===== src/hdl/contour_box_plate_classifier_macros.svh =====
// assertion macros shared by the contour box plate classifier modules
`ifndef CONTOUR_BOX_PLATE_CLASSIFIER_MACROS_SVH
`define CONTOUR_BOX_PLATE_CLASSIFIER_MACROS_SVH

// same-cycle implication, checked outside reset
`define CBPC_ASSERT_IMP(label, cond, prop, msg) \
  label: assert property (@(posedge clk_i) disable iff (!rst_ni) (cond) |-> (prop)) \
    else $error(msg);

// next-cycle implication, checked outside reset
`define CBPC_ASSERT_NXT(label, cond, prop, msg) \
  label: assert property (@(posedge clk_i) disable iff (!rst_ni) (cond) |=> (prop)) \
    else $error(msg);

`endif


===== src/hdl/cbpc_pkg.sv =====
// shared types and constants of the contour box plate classifier
package cbpc_pkg;

  localparam int unsigned CoordBits     = 12;
  localparam int unsigned FrameBits     = 25;
  localparam int unsigned RatioBits     = 10;
  localparam int unsigned CfgIndexBits  = 3;
  localparam int unsigned CfgDataBits   = FrameBits;
  localparam int unsigned AreaBits      = 2 * CoordBits;
  localparam int unsigned LoFactorBits  = RatioBits + 1;
  localparam int unsigned LoProdBits    = AreaBits + LoFactorBits;
  localparam int unsigned HiProdBits    = AreaBits + RatioBits;
  localparam int unsigned AspectBits    = CoordBits + 4;
  localparam int unsigned QueueDepth    = 4;
  localparam int unsigned QueuePtrBits  = $clog2(QueueDepth);
  localparam int unsigned QueueCntBits  = $clog2(QueueDepth + 1);

  localparam logic [AspectBits-1:0] AspectWidthMul  = AspectBits'(5);
  localparam logic [AspectBits-1:0] AspectHeightMul = AspectBits'(13);
  localparam logic [AspectBits-1:0] AspectMaxRatio  = AspectBits'(7);

  localparam logic [FrameBits-1:0] FrameAreaReset     = FrameBits'(307200);
  localparam logic [RatioBits-1:0] AreaRatioLowReset  = RatioBits'(30);
  localparam logic [RatioBits-1:0] AreaRatioHighReset = RatioBits'(270);
  localparam logic [CoordBits-1:0] MinBoxWidthReset   = CoordBits'(80);
  localparam logic [CoordBits-1:0] MaxBoxWidthReset   = CoordBits'(250);
  localparam logic [CoordBits-1:0] MinBoxHeightReset  = CoordBits'(25);
  localparam logic [CoordBits-1:0] MaxBoxHeightReset  = CoordBits'(150);

  typedef enum logic [CfgIndexBits-1:0] {
    CFG_FRAME_AREA      = 3'd0,
    CFG_AREA_RATIO_LOW  = 3'd1,
    CFG_AREA_RATIO_HIGH = 3'd2,
    CFG_MIN_BOX_WIDTH   = 3'd3,
    CFG_MAX_BOX_WIDTH   = 3'd4,
    CFG_MIN_BOX_HEIGHT  = 3'd5,
    CFG_MAX_BOX_HEIGHT  = 3'd6
  } cfg_idx_e;

  typedef enum logic [1:0] {
    VERDICT_REJECT    = 2'd0,
    VERDICT_AREA_OK   = 2'd1,
    VERDICT_ASPECT_OK = 2'd2,
    VERDICT_ALL_OK    = 2'd3
  } verdict_e;

  typedef enum logic [1:0] {
    BK_IDLE,
    BK_AREA,
    BK_JUDGE
  } back_state_e;

  typedef struct packed {
    logic [FrameBits-1:0] frame_area;
    logic [RatioBits-1:0] area_ratio_low;
    logic [RatioBits-1:0] area_ratio_high;
    logic [CoordBits-1:0] min_box_width;
    logic [CoordBits-1:0] max_box_width;
    logic [CoordBits-1:0] min_box_height;
    logic [CoordBits-1:0] max_box_height;
  } cfg_t;

  typedef struct packed {
    logic [CoordBits-1:0] left;
    logic [CoordBits-1:0] top;
    logic [CoordBits-1:0] width;
    logic [CoordBits-1:0] height;
  } box_t;

  typedef struct packed {
    logic full;
    logic empty;
  } q_status_t;

endpackage


===== src/hdl/cbpc_front.sv =====
// front end: tracks the bounding box of the current contour and queues it
module cbpc_front (
  input  logic                          clk_i,
  input  logic                          rst_ni,
  input  logic                          in_valid_i,
  output logic                          in_stall_o,
  input  logic [cbpc_pkg::CoordBits-1:0] point_x_i,
  input  logic [cbpc_pkg::CoordBits-1:0] point_y_i,
  input  logic                          last_point_i,
  input  cbpc_pkg::q_status_t           q_status_i,
  output logic                          push_o,
  output cbpc_pkg::box_t                box_o
);
  import cbpc_pkg::*;

  logic [CoordBits-1:0] x_low_q, x_low_d, x_high_q, x_high_d;
  logic [CoordBits-1:0] y_low_q, y_low_d, y_high_q, y_high_d;
  logic                 first_q, first_d;
  logic                 accept;

  assign in_stall_o = q_status_i.full;
  assign accept     = in_valid_i && !q_status_i.full;

  always_comb begin
    if (first_q) begin
      x_low_d  = point_x_i;
      x_high_d = point_x_i;
      y_low_d  = point_y_i;
      y_high_d = point_y_i;
    end else begin
      x_low_d  = (point_x_i < x_low_q)  ? point_x_i : x_low_q;
      x_high_d = (point_x_i > x_high_q) ? point_x_i : x_high_q;
      y_low_d  = (point_y_i < y_low_q)  ? point_y_i : y_low_q;
      y_high_d = (point_y_i > y_high_q) ? point_y_i : y_high_q;
    end
    first_d = accept ? last_point_i : first_q;
  end

  always_ff @(posedge clk_i or negedge rst_ni) begin
    if (!rst_ni) begin
      x_low_q  <= '0;
      x_high_q <= '0;
      y_low_q  <= '0;
      y_high_q <= '0;
      first_q  <= 1'b1;
    end else begin
      first_q <= first_d;
      if (accept) begin
        x_low_q  <= x_low_d;
        x_high_q <= x_high_d;
        y_low_q  <= y_low_d;
        y_high_q <= y_high_d;
      end
    end
  end

  assign push_o       = accept && last_point_i;
  assign box_o.left   = x_low_d;
  assign box_o.top    = y_low_d;
  assign box_o.width  = x_high_d - x_low_d;
  assign box_o.height = y_high_d - y_low_d;

endmodule


===== src/hdl/cbpc_queue.sv =====
// short box queue between the point tracker and the judge unit
`include "contour_box_plate_classifier_macros.svh"
module cbpc_queue (
  input  logic                clk_i,
  input  logic                rst_ni,
  input  logic                push_i,
  input  cbpc_pkg::box_t      data_i,
  input  logic                pop_i,
  output cbpc_pkg::box_t      data_o,
  output cbpc_pkg::q_status_t status_o
);
  import cbpc_pkg::*;

  box_t                    entries_q [QueueDepth];
  logic [QueuePtrBits-1:0] wr_ptr_q, rd_ptr_q;
  logic [QueueCntBits-1:0] count_q, count_d;
  logic                    do_push, do_pop;

  assign status_o.full  = (count_q == QueueCntBits'(QueueDepth));
  assign status_o.empty = (count_q == '0);
  assign do_push        = push_i && !status_o.full;
  assign do_pop         = pop_i && !status_o.empty;
  assign data_o         = entries_q[rd_ptr_q];

  always_comb begin
    count_d = count_q;
    if (do_push && !do_pop) begin
      count_d = count_q + QueueCntBits'(1);
    end else if (do_pop && !do_push) begin
      count_d = count_q - QueueCntBits'(1);
    end
  end

  always_ff @(posedge clk_i or negedge rst_ni) begin
    if (!rst_ni) begin
      wr_ptr_q <= '0;
      rd_ptr_q <= '0;
      count_q  <= '0;
    end else begin
      count_q <= count_d;
      if (do_push) begin
        wr_ptr_q <= wr_ptr_q + QueuePtrBits'(1);
      end
      if (do_pop) begin
        rd_ptr_q <= rd_ptr_q + QueuePtrBits'(1);
      end
    end
  end

  always_ff @(posedge clk_i) begin
    if (do_push) begin
      entries_q[wr_ptr_q] <= data_i;
    end
  end

  `CBPC_ASSERT_IMP(a_no_pop_empty, status_o.empty, !pop_i, "pop from empty box queue")
  `CBPC_ASSERT_IMP(a_no_push_full, status_o.full, !push_i, "push into full box queue")
  `CBPC_ASSERT_NXT(a_count_up, do_push && !do_pop, count_q == $past(count_q) + QueueCntBits'(1),
                   "queue count did not follow a push")

endmodule


===== src/hdl/cbpc_back.sv =====
// back end: area, aspect and size tests on queued boxes, registered result
`include "contour_box_plate_classifier_macros.svh"
module cbpc_back (
  input  logic                           clk_i,
  input  logic                           rst_ni,
  input  cbpc_pkg::cfg_t                 cfg_i,
  input  cbpc_pkg::q_status_t            q_status_i,
  input  cbpc_pkg::box_t                 q_data_i,
  output logic                           pop_o,
  output logic                           out_valid_o,
  input  logic                           out_stall_i,
  output logic [cbpc_pkg::CoordBits-1:0] box_left_o,
  output logic [cbpc_pkg::CoordBits-1:0] box_top_o,
  output logic [cbpc_pkg::CoordBits-1:0] box_width_o,
  output logic [cbpc_pkg::CoordBits-1:0] box_height_o,
  output logic [1:0]                     verdict_o
);
  import cbpc_pkg::*;

  back_state_e           state_q, state_d;
  box_t                  box_q;
  box_t                  out_box_q;
  verdict_e              verdict_q, verdict_d;
  logic                  out_valid_q, out_valid_d;
  logic [AreaBits-1:0]   area_q;
  logic                  nonzero_q, aspect_ok_q, size_ok_q;
  logic [LoProdBits-1:0] lo_prod_q;
  logic [HiProdBits-1:0] hi_prod_q;
  logic                  aspect_ok, size_ok, area_ok;
  logic                  load_out;
  logic [AspectBits-1:0] w_ext, h_ext;

  assign w_ext = AspectBits'(q_data_i.width);
  assign h_ext = AspectBits'(q_data_i.height);

  assign aspect_ok = (w_ext * AspectWidthMul > h_ext * AspectHeightMul) &&
                     (w_ext < h_ext * AspectMaxRatio);
  assign size_ok   = (q_data_i.width > cfg_i.min_box_width) &&
                     (q_data_i.width < cfg_i.max_box_width) &&
                     (q_data_i.height > cfg_i.min_box_height) &&
                     (q_data_i.height < cfg_i.max_box_height);
  assign area_ok   = nonzero_q &&
                     (LoProdBits'(cfg_i.frame_area) >= lo_prod_q) &&
                     (HiProdBits'(cfg_i.frame_area) < hi_prod_q);

  always_comb begin
    state_d     = state_q;
    pop_o       = 1'b0;
    load_out    = 1'b0;
    verdict_d   = VERDICT_REJECT;
    out_valid_d = out_valid_q && out_stall_i;
    unique case (state_q)
      BK_IDLE: begin
        if (!q_status_i.empty) begin
          pop_o   = 1'b1;
          state_d = BK_AREA;
        end
      end
      BK_AREA: begin
        state_d = BK_JUDGE;
      end
      BK_JUDGE: begin
        if (!out_valid_q || !out_stall_i) begin
          load_out    = 1'b1;
          out_valid_d = 1'b1;
          state_d     = BK_IDLE;
        end
      end
      default: begin
        state_d = BK_IDLE;
      end
    endcase
    priority if (!area_ok) begin
      verdict_d = VERDICT_REJECT;
    end else if (!aspect_ok_q) begin
      verdict_d = VERDICT_AREA_OK;
    end else if (!size_ok_q) begin
      verdict_d = VERDICT_ASPECT_OK;
    end else begin
      verdict_d = VERDICT_ALL_OK;
    end
  end

  always_ff @(posedge clk_i or negedge rst_ni) begin
    if (!rst_ni) begin
      state_q     <= BK_IDLE;
      out_valid_q <= 1'b0;
    end else begin
      state_q     <= state_d;
      out_valid_q <= out_valid_d;
    end
  end

  always_ff @(posedge clk_i) begin
    if (pop_o) begin
      box_q       <= q_data_i;
      area_q      <= AreaBits'(q_data_i.width) * AreaBits'(q_data_i.height);
      aspect_ok_q <= aspect_ok;
      size_ok_q   <= size_ok;
    end
    if (state_q == BK_AREA) begin
      nonzero_q <= (area_q != '0);
      lo_prod_q <= (LoProdBits'(cfg_i.area_ratio_low) + LoProdBits'(1)) * LoProdBits'(area_q);
      hi_prod_q <= HiProdBits'(cfg_i.area_ratio_high) * HiProdBits'(area_q);
    end
    if (load_out) begin
      out_box_q <= box_q;
      verdict_q <= verdict_d;
    end
  end

  assign out_valid_o  = out_valid_q;
  assign box_left_o   = out_box_q.left;
  assign box_top_o    = out_box_q.top;
  assign box_width_o  = out_box_q.width;
  assign box_height_o = out_box_q.height;
  assign verdict_o    = verdict_q;

  `CBPC_ASSERT_IMP(a_pass_nonzero, out_valid_o && verdict_q != VERDICT_REJECT,
                   box_width_o != '0 && box_height_o != '0, "passing box with zero area")
  `CBPC_ASSERT_IMP(a_pass_size, out_valid_o && verdict_q == VERDICT_ALL_OK,
                   box_width_o > cfg_i.min_box_width && box_width_o < cfg_i.max_box_width,
                   "passing box outside width bounds")
  `CBPC_ASSERT_NXT(a_pop_to_area, pop_o, state_q == BK_AREA, "judge unit lost a popped box")

endmodule


===== src/hdl/contour_box_plate_classifier.sv =====
// top level of the contour box plate classifier: config registers and front/back
//
// channel  direction  handshake                  payload
// in       input      in_valid_i / in_stall_o    point_x_i, point_y_i, last_point_i
// out      output     out_valid_o / out_stall_i  box_left/top/width/height_o, verdict_o
// cfg      input      cfg_valid_i / cfg_ready_o  cfg_index_i, cfg_data_i
//
// points are taken one per cycle while the four-entry box queue has room
// the judge unit takes one box at a time: box area, area-ratio products, verdict
// a contour's box goes from the queue to the judge unit, then the output register
// out_stall_i holds the output register; the queue keeps the point side running meanwhile
// reset clears the tracker, the queue, the judge state and loads the default configuration
module contour_box_plate_classifier (
  input  logic                             clk_i,
  input  logic                             rst_ni,
  input  logic                             in_valid_i,
  output logic                             in_stall_o,
  input  logic [cbpc_pkg::CoordBits-1:0]   point_x_i,
  input  logic [cbpc_pkg::CoordBits-1:0]   point_y_i,
  input  logic                             last_point_i,
  output logic                             out_valid_o,
  input  logic                             out_stall_i,
  output logic [cbpc_pkg::CoordBits-1:0]   box_left_o,
  output logic [cbpc_pkg::CoordBits-1:0]   box_top_o,
  output logic [cbpc_pkg::CoordBits-1:0]   box_width_o,
  output logic [cbpc_pkg::CoordBits-1:0]   box_height_o,
  output logic [1:0]                       verdict_o,
  input  logic                             cfg_valid_i,
  output logic                             cfg_ready_o,
  input  logic [cbpc_pkg::CfgIndexBits-1:0] cfg_index_i,
  input  logic [cbpc_pkg::CfgDataBits-1:0]  cfg_data_i
);
  import cbpc_pkg::*;

  cfg_t      cfg_q;
  q_status_t q_status;
  box_t      push_box, head_box;
  logic      push, pop;

  assign cfg_ready_o = 1'b1;

  always_ff @(posedge clk_i or negedge rst_ni) begin
    if (!rst_ni) begin
      cfg_q.frame_area      <= FrameAreaReset;
      cfg_q.area_ratio_low  <= AreaRatioLowReset;
      cfg_q.area_ratio_high <= AreaRatioHighReset;
      cfg_q.min_box_width   <= MinBoxWidthReset;
      cfg_q.max_box_width   <= MaxBoxWidthReset;
      cfg_q.min_box_height  <= MinBoxHeightReset;
      cfg_q.max_box_height  <= MaxBoxHeightReset;
    end else if (cfg_valid_i && cfg_ready_o) begin
      unique case (cfg_index_i)
        CFG_FRAME_AREA:      cfg_q.frame_area      <= cfg_data_i[FrameBits-1:0];
        CFG_AREA_RATIO_LOW:  cfg_q.area_ratio_low  <= cfg_data_i[RatioBits-1:0];
        CFG_AREA_RATIO_HIGH: cfg_q.area_ratio_high <= cfg_data_i[RatioBits-1:0];
        CFG_MIN_BOX_WIDTH:   cfg_q.min_box_width   <= cfg_data_i[CoordBits-1:0];
        CFG_MAX_BOX_WIDTH:   cfg_q.max_box_width   <= cfg_data_i[CoordBits-1:0];
        CFG_MIN_BOX_HEIGHT:  cfg_q.min_box_height  <= cfg_data_i[CoordBits-1:0];
        CFG_MAX_BOX_HEIGHT:  cfg_q.max_box_height  <= cfg_data_i[CoordBits-1:0];
        default: begin
        end
      endcase
    end
  end

  cbpc_front u_front (
    .clk_i        (clk_i),
    .rst_ni       (rst_ni),
    .in_valid_i   (in_valid_i),
    .in_stall_o   (in_stall_o),
    .point_x_i    (point_x_i),
    .point_y_i    (point_y_i),
    .last_point_i (last_point_i),
    .q_status_i   (q_status),
    .push_o       (push),
    .box_o        (push_box)
  );

  cbpc_queue u_queue (
    .clk_i    (clk_i),
    .rst_ni   (rst_ni),
    .push_i   (push),
    .data_i   (push_box),
    .pop_i    (pop),
    .data_o   (head_box),
    .status_o (q_status)
  );

  cbpc_back u_back (
    .clk_i        (clk_i),
    .rst_ni       (rst_ni),
    .cfg_i        (cfg_q),
    .q_status_i   (q_status),
    .q_data_i     (head_box),
    .pop_o        (pop),
    .out_valid_o  (out_valid_o),
    .out_stall_i  (out_stall_i),
    .box_left_o   (box_left_o),
    .box_top_o    (box_top_o),
    .box_width_o  (box_width_o),
    .box_height_o (box_height_o),
    .verdict_o    (verdict_o)
  );

endmodule


===== config.mk =====
export PLATFORM = sky130hd
export DESIGN_NAME = contour_box_plate_classifier
export DESIGN_NICKNAME = d
export VERILOG_FILES = /design/src/hdl/cbpc_pkg.sv /design/src/hdl/cbpc_front.sv /design/src/hdl/cbpc_queue.sv /design/src/hdl/cbpc_back.sv /design/src/hdl/contour_box_plate_classifier.sv
export VERILOG_INCLUDE_DIRS = /design/src /design/src/hdl
export SDC_FILE = /design/constraint.sdc
export NUM_CORES = 2
export LEC_CHECK = 0
export BUFFER_PORTS_ARGS = -buffer_cell sky130_fd_sc_hd__buf_2
export CAP_MARGIN = 20
export CORE_MARGIN = 2
export CORE_UTILIZATION = 60
export DETAILED_ROUTE_END_ITERATION = 12
export PLACE_DENSITY_LB_ADDON = 0.3
export SLEW_MARGIN = 40
export SYNTH_ARGS = -nofsm -noshare
export SYNTH_HDL_FRONTEND = slang
export SYNTH_SLANG_ARGS = --single-unit

===== constraint.sdc =====
create_clock -name clk_i -period 8.5 [get_ports clk_i]
set_input_delay 1.7 -clock clk_i [delete_from_list [all_inputs] [get_ports clk_i]]
set_output_delay 1.7 -clock clk_i [all_outputs]
set_load 0.01 [all_outputs]

==> flow_summary.ini <==
[route]
vias = 31500
drtPass1Iterations = 7
route.detailed.drc = 0
via_per_inst = 5.72
drt-initial-drc-count = 1902
final_antenna_net_count = 0
wl_per_cell_um = 19.1
routed_wl_um = 105000

[timing]
min_period_ns = 7.00
holdWs_ns = 0.377
fin_crit_sh = 0.823
drv_slew = 0
clock_skew_ns = 0.0822
finalSetupTns_ns = 0
slew_headroom = 0.395
rsz0062_at_grt = false
tightest_slew_ns = 0.908
hold_viol = 0
worst_slack_ns = 1.50
setup_violations = 0
fmax_mhz = 143

[floorplan]
die_area_um2 = 80800
io_pins = 111
coreArea_um2 = 77600
die_w_um = 284
num_rows = 102
start_util = 0.607
die-height_um = 284

[logic_synthesis]
synth-seq-area-share = 0.328
ys_ff_latch = 538
ys.flop_type = edfxtp_1
yosys.cell_types.count = 84
ys.warnings.count = 0
postSynthAreaPerCell_um2 = 10.8
syn_area_um2 = 47100
synth_fp_nets = 5360
synth_edf_count = 386
async_reset_ff_frac = 0.283
synthCells = 4346

[cts]
cts_tree = yes
cts_resized = 0
root_buffer = clkbuf_16
cts.sink_count = 538
insertion_delay_ns = 0.68
cts_setup_buffers = 0
htree_levels = 2
cts_buffer_depth = 3
clk_pin_slew_worst_paths_ns = 0.07
numCtsBuffers = 59
holdBufCountCts = 0

[worst_setup_path]
critical_path.slowest_cell = xnor2_1
critPathMaxStageDelay_ns = 0.60
crit_top_cell = fa_1
worstPathCellList = ha_2 > nand3_1 > xnor2_1 > buf_4 > nand2_1 > fa_1 > inv_1 > fa_1 > fa_1 > fa_1 > inv_1 > fa_1 > inv_1 > ha_1 > nand4_1 > nor2_1 > o211ai_1 > and3_1 > o31ai_1 > o21ai_1 > xnor2_1
setup.worst_path.start_class = register
crit_arrival_ns = 7.36
critPathKind = reg2reg
required_ns = 8.86
critPathCaptureType = register
cp_max_fo = 16

[global_routing]
track_usage = 0.268
grt_max_degree = 93
grt_pass1_wl_um = 173000
grt_pass1_vias = 33400
grt_antenna_before_repair = 1
overflow = 0

[cells_and_area]
antenna_cells = 0
final_area_um2 = 51000
area_growth_pct = 8.31
final_cell_mix = inv_1 (723), fa_1 (496), nand2_1 (481), ha_1 (459), edfxtp_1 (386)
drive_above_1_share = 0.114
nets = 5428
final_common_cell = inv_1

[placed_design]
place_ws_ns = 1.64
hpwl_um = 76600
detailed_place.area_um2 = 48900
io_buffers = 109
place.gp.congestion = 0.881

[outcome]
outcome = completed

[min_path]
hold_class = reg2reg

[flow_run]
maxCapViolations = 0
==> worst max-delay path, delay by kind of cell (launching register included) <==
| kind | cells | cell delay (ns) |
|---|---|---|
| AO/OA/AOI/OAI | 3 | 0.83 |
| XOR/XNOR | 2 | 0.76 |
| adder cells (fa/ha/maj) | 7 | 3.24 |
| buffers and inverters | 4 | 0.52 |
| flip-flops | 1 | 0.56 |
| AND/OR/NAND/NOR | 5 | 0.83 |
==> per-layer routing <==
metal | up-vias | GRT usage | share of wire
met1 | 15800 | 0.348 | 0.41
met5 | - | 0 | 0
li1 | 14500 | - | -
met3 | 215 | 0.0441 | 0.067
met2 | 1018 | 0.464 | 0.49
met4 | 0 | 0.0817 | 0.029
==> state kept, by name, summed over array words and instances (netlist names), 24 cells and up <==
register,flops
u_queue.entries_q,192
cfg_q,93
u_back.box_q,48
u_back.lo_prod_q,35
u_back.hi_prod_q,34
u_back.area_q,24
==> cells by family after synthesis <==
| family | Yosys count | synth area share |
|---|---|---|
| fa+ha+maj | 956 | 0.333 |
| xor+xnor | 128 | 0.0238 |
| simple gates | 1134 | 0.117 |
| flops | 538 | 0.328 |
| compound gates | 525 | 0.0720 |
| mux | 184 | 0.0553 |
| buf+inv | 880 | 0.0709 |
| other cells | 1 | 0.0000796 |
==> cell usage after synthesis (all sizes together) (28+ instances only) <==
library cell / instances / area [µm²]
nand2b: 48 / 300
ha: 460 / 5760
fa: 496 / 9930
dfstp: 28 / 736
nand4: 37 / 231
edfxtp: 386 / 11600
and2: 267 / 1670
mux4: 48 / 1080
clkbuf: 131 / 502
a21o: 68 / 510
dfrtp: 124 / 3100
o21ai: 112 / 561
xnor2: 86 / 753
nor2b: 38 / 238
a21oi: 162 / 826
inv: 725 / 2720
nand3: 32 / 160
xor2: 42 / 368
nor3: 36 / 180
nor2: 127 / 477
mux2: 132 / 1490
nand2: 482 / 1810
==> final timing paths <==
| check | start | endpoint | slack, ns | cells past startpoint |
|---|---|---|---|---|
| max in group asynchronous | rst_ni | cfg_q[54]$_DFFE_PN0P_ | 6.25 | 3 |
| min in group asynchronous | rst_ni | u_front.y_low_q[1]$_DFFE_PN0P_ | 0.92 | 1 |
| worst max-delay path | cfg_q[59]$_DFFE_PN1P_ | u_back.lo_prod_q[34]$_DFFE_PN_ | 1.50 | 21 |
| worst max register to register | cfg_q[59]$_DFFE_PN1P_ | u_back.lo_prod_q[34]$_DFFE_PN_ | 1.50 | 21 |
| worst min register to register | u_back.box_q[37]$_DFFE_PP_ | u_back.box_left_o[1]$_DFFE_PP_ | 0.38 | 0 |
| worst min-delay path | u_back.box_q[37]$_DFFE_PP_ | u_back.box_left_o[1]$_DFFE_PP_ | 0.38 | 0 |
==> through the flow <==
stage | std cells | utilization
2_1_floorplan | 4346 | -
3_3_place_gp | 5382 | 0.628
3_5_place_dp | 5390 | 0.630
4_1_cts | 5502 | 0.657
5_1_grt | 5505 | 0.658
6_report | 5505 | 0.658
==> layout make-up <==
cell class | instances | area [µm²]
flip-flops and latches | 538 | 15400
clock buffers | 66 | 1530
inverters | 725 | 2720
multi-input cells | 2928 | 28400
fillers | 5972 | 26600
repair buffers | 162 | 1040
well taps | 1040 | 1300
clock inverters | 46 | 571
Power is not shown: default switching activity piles up to over one toggle a cycle in this logic, so the estimate is an artifact.
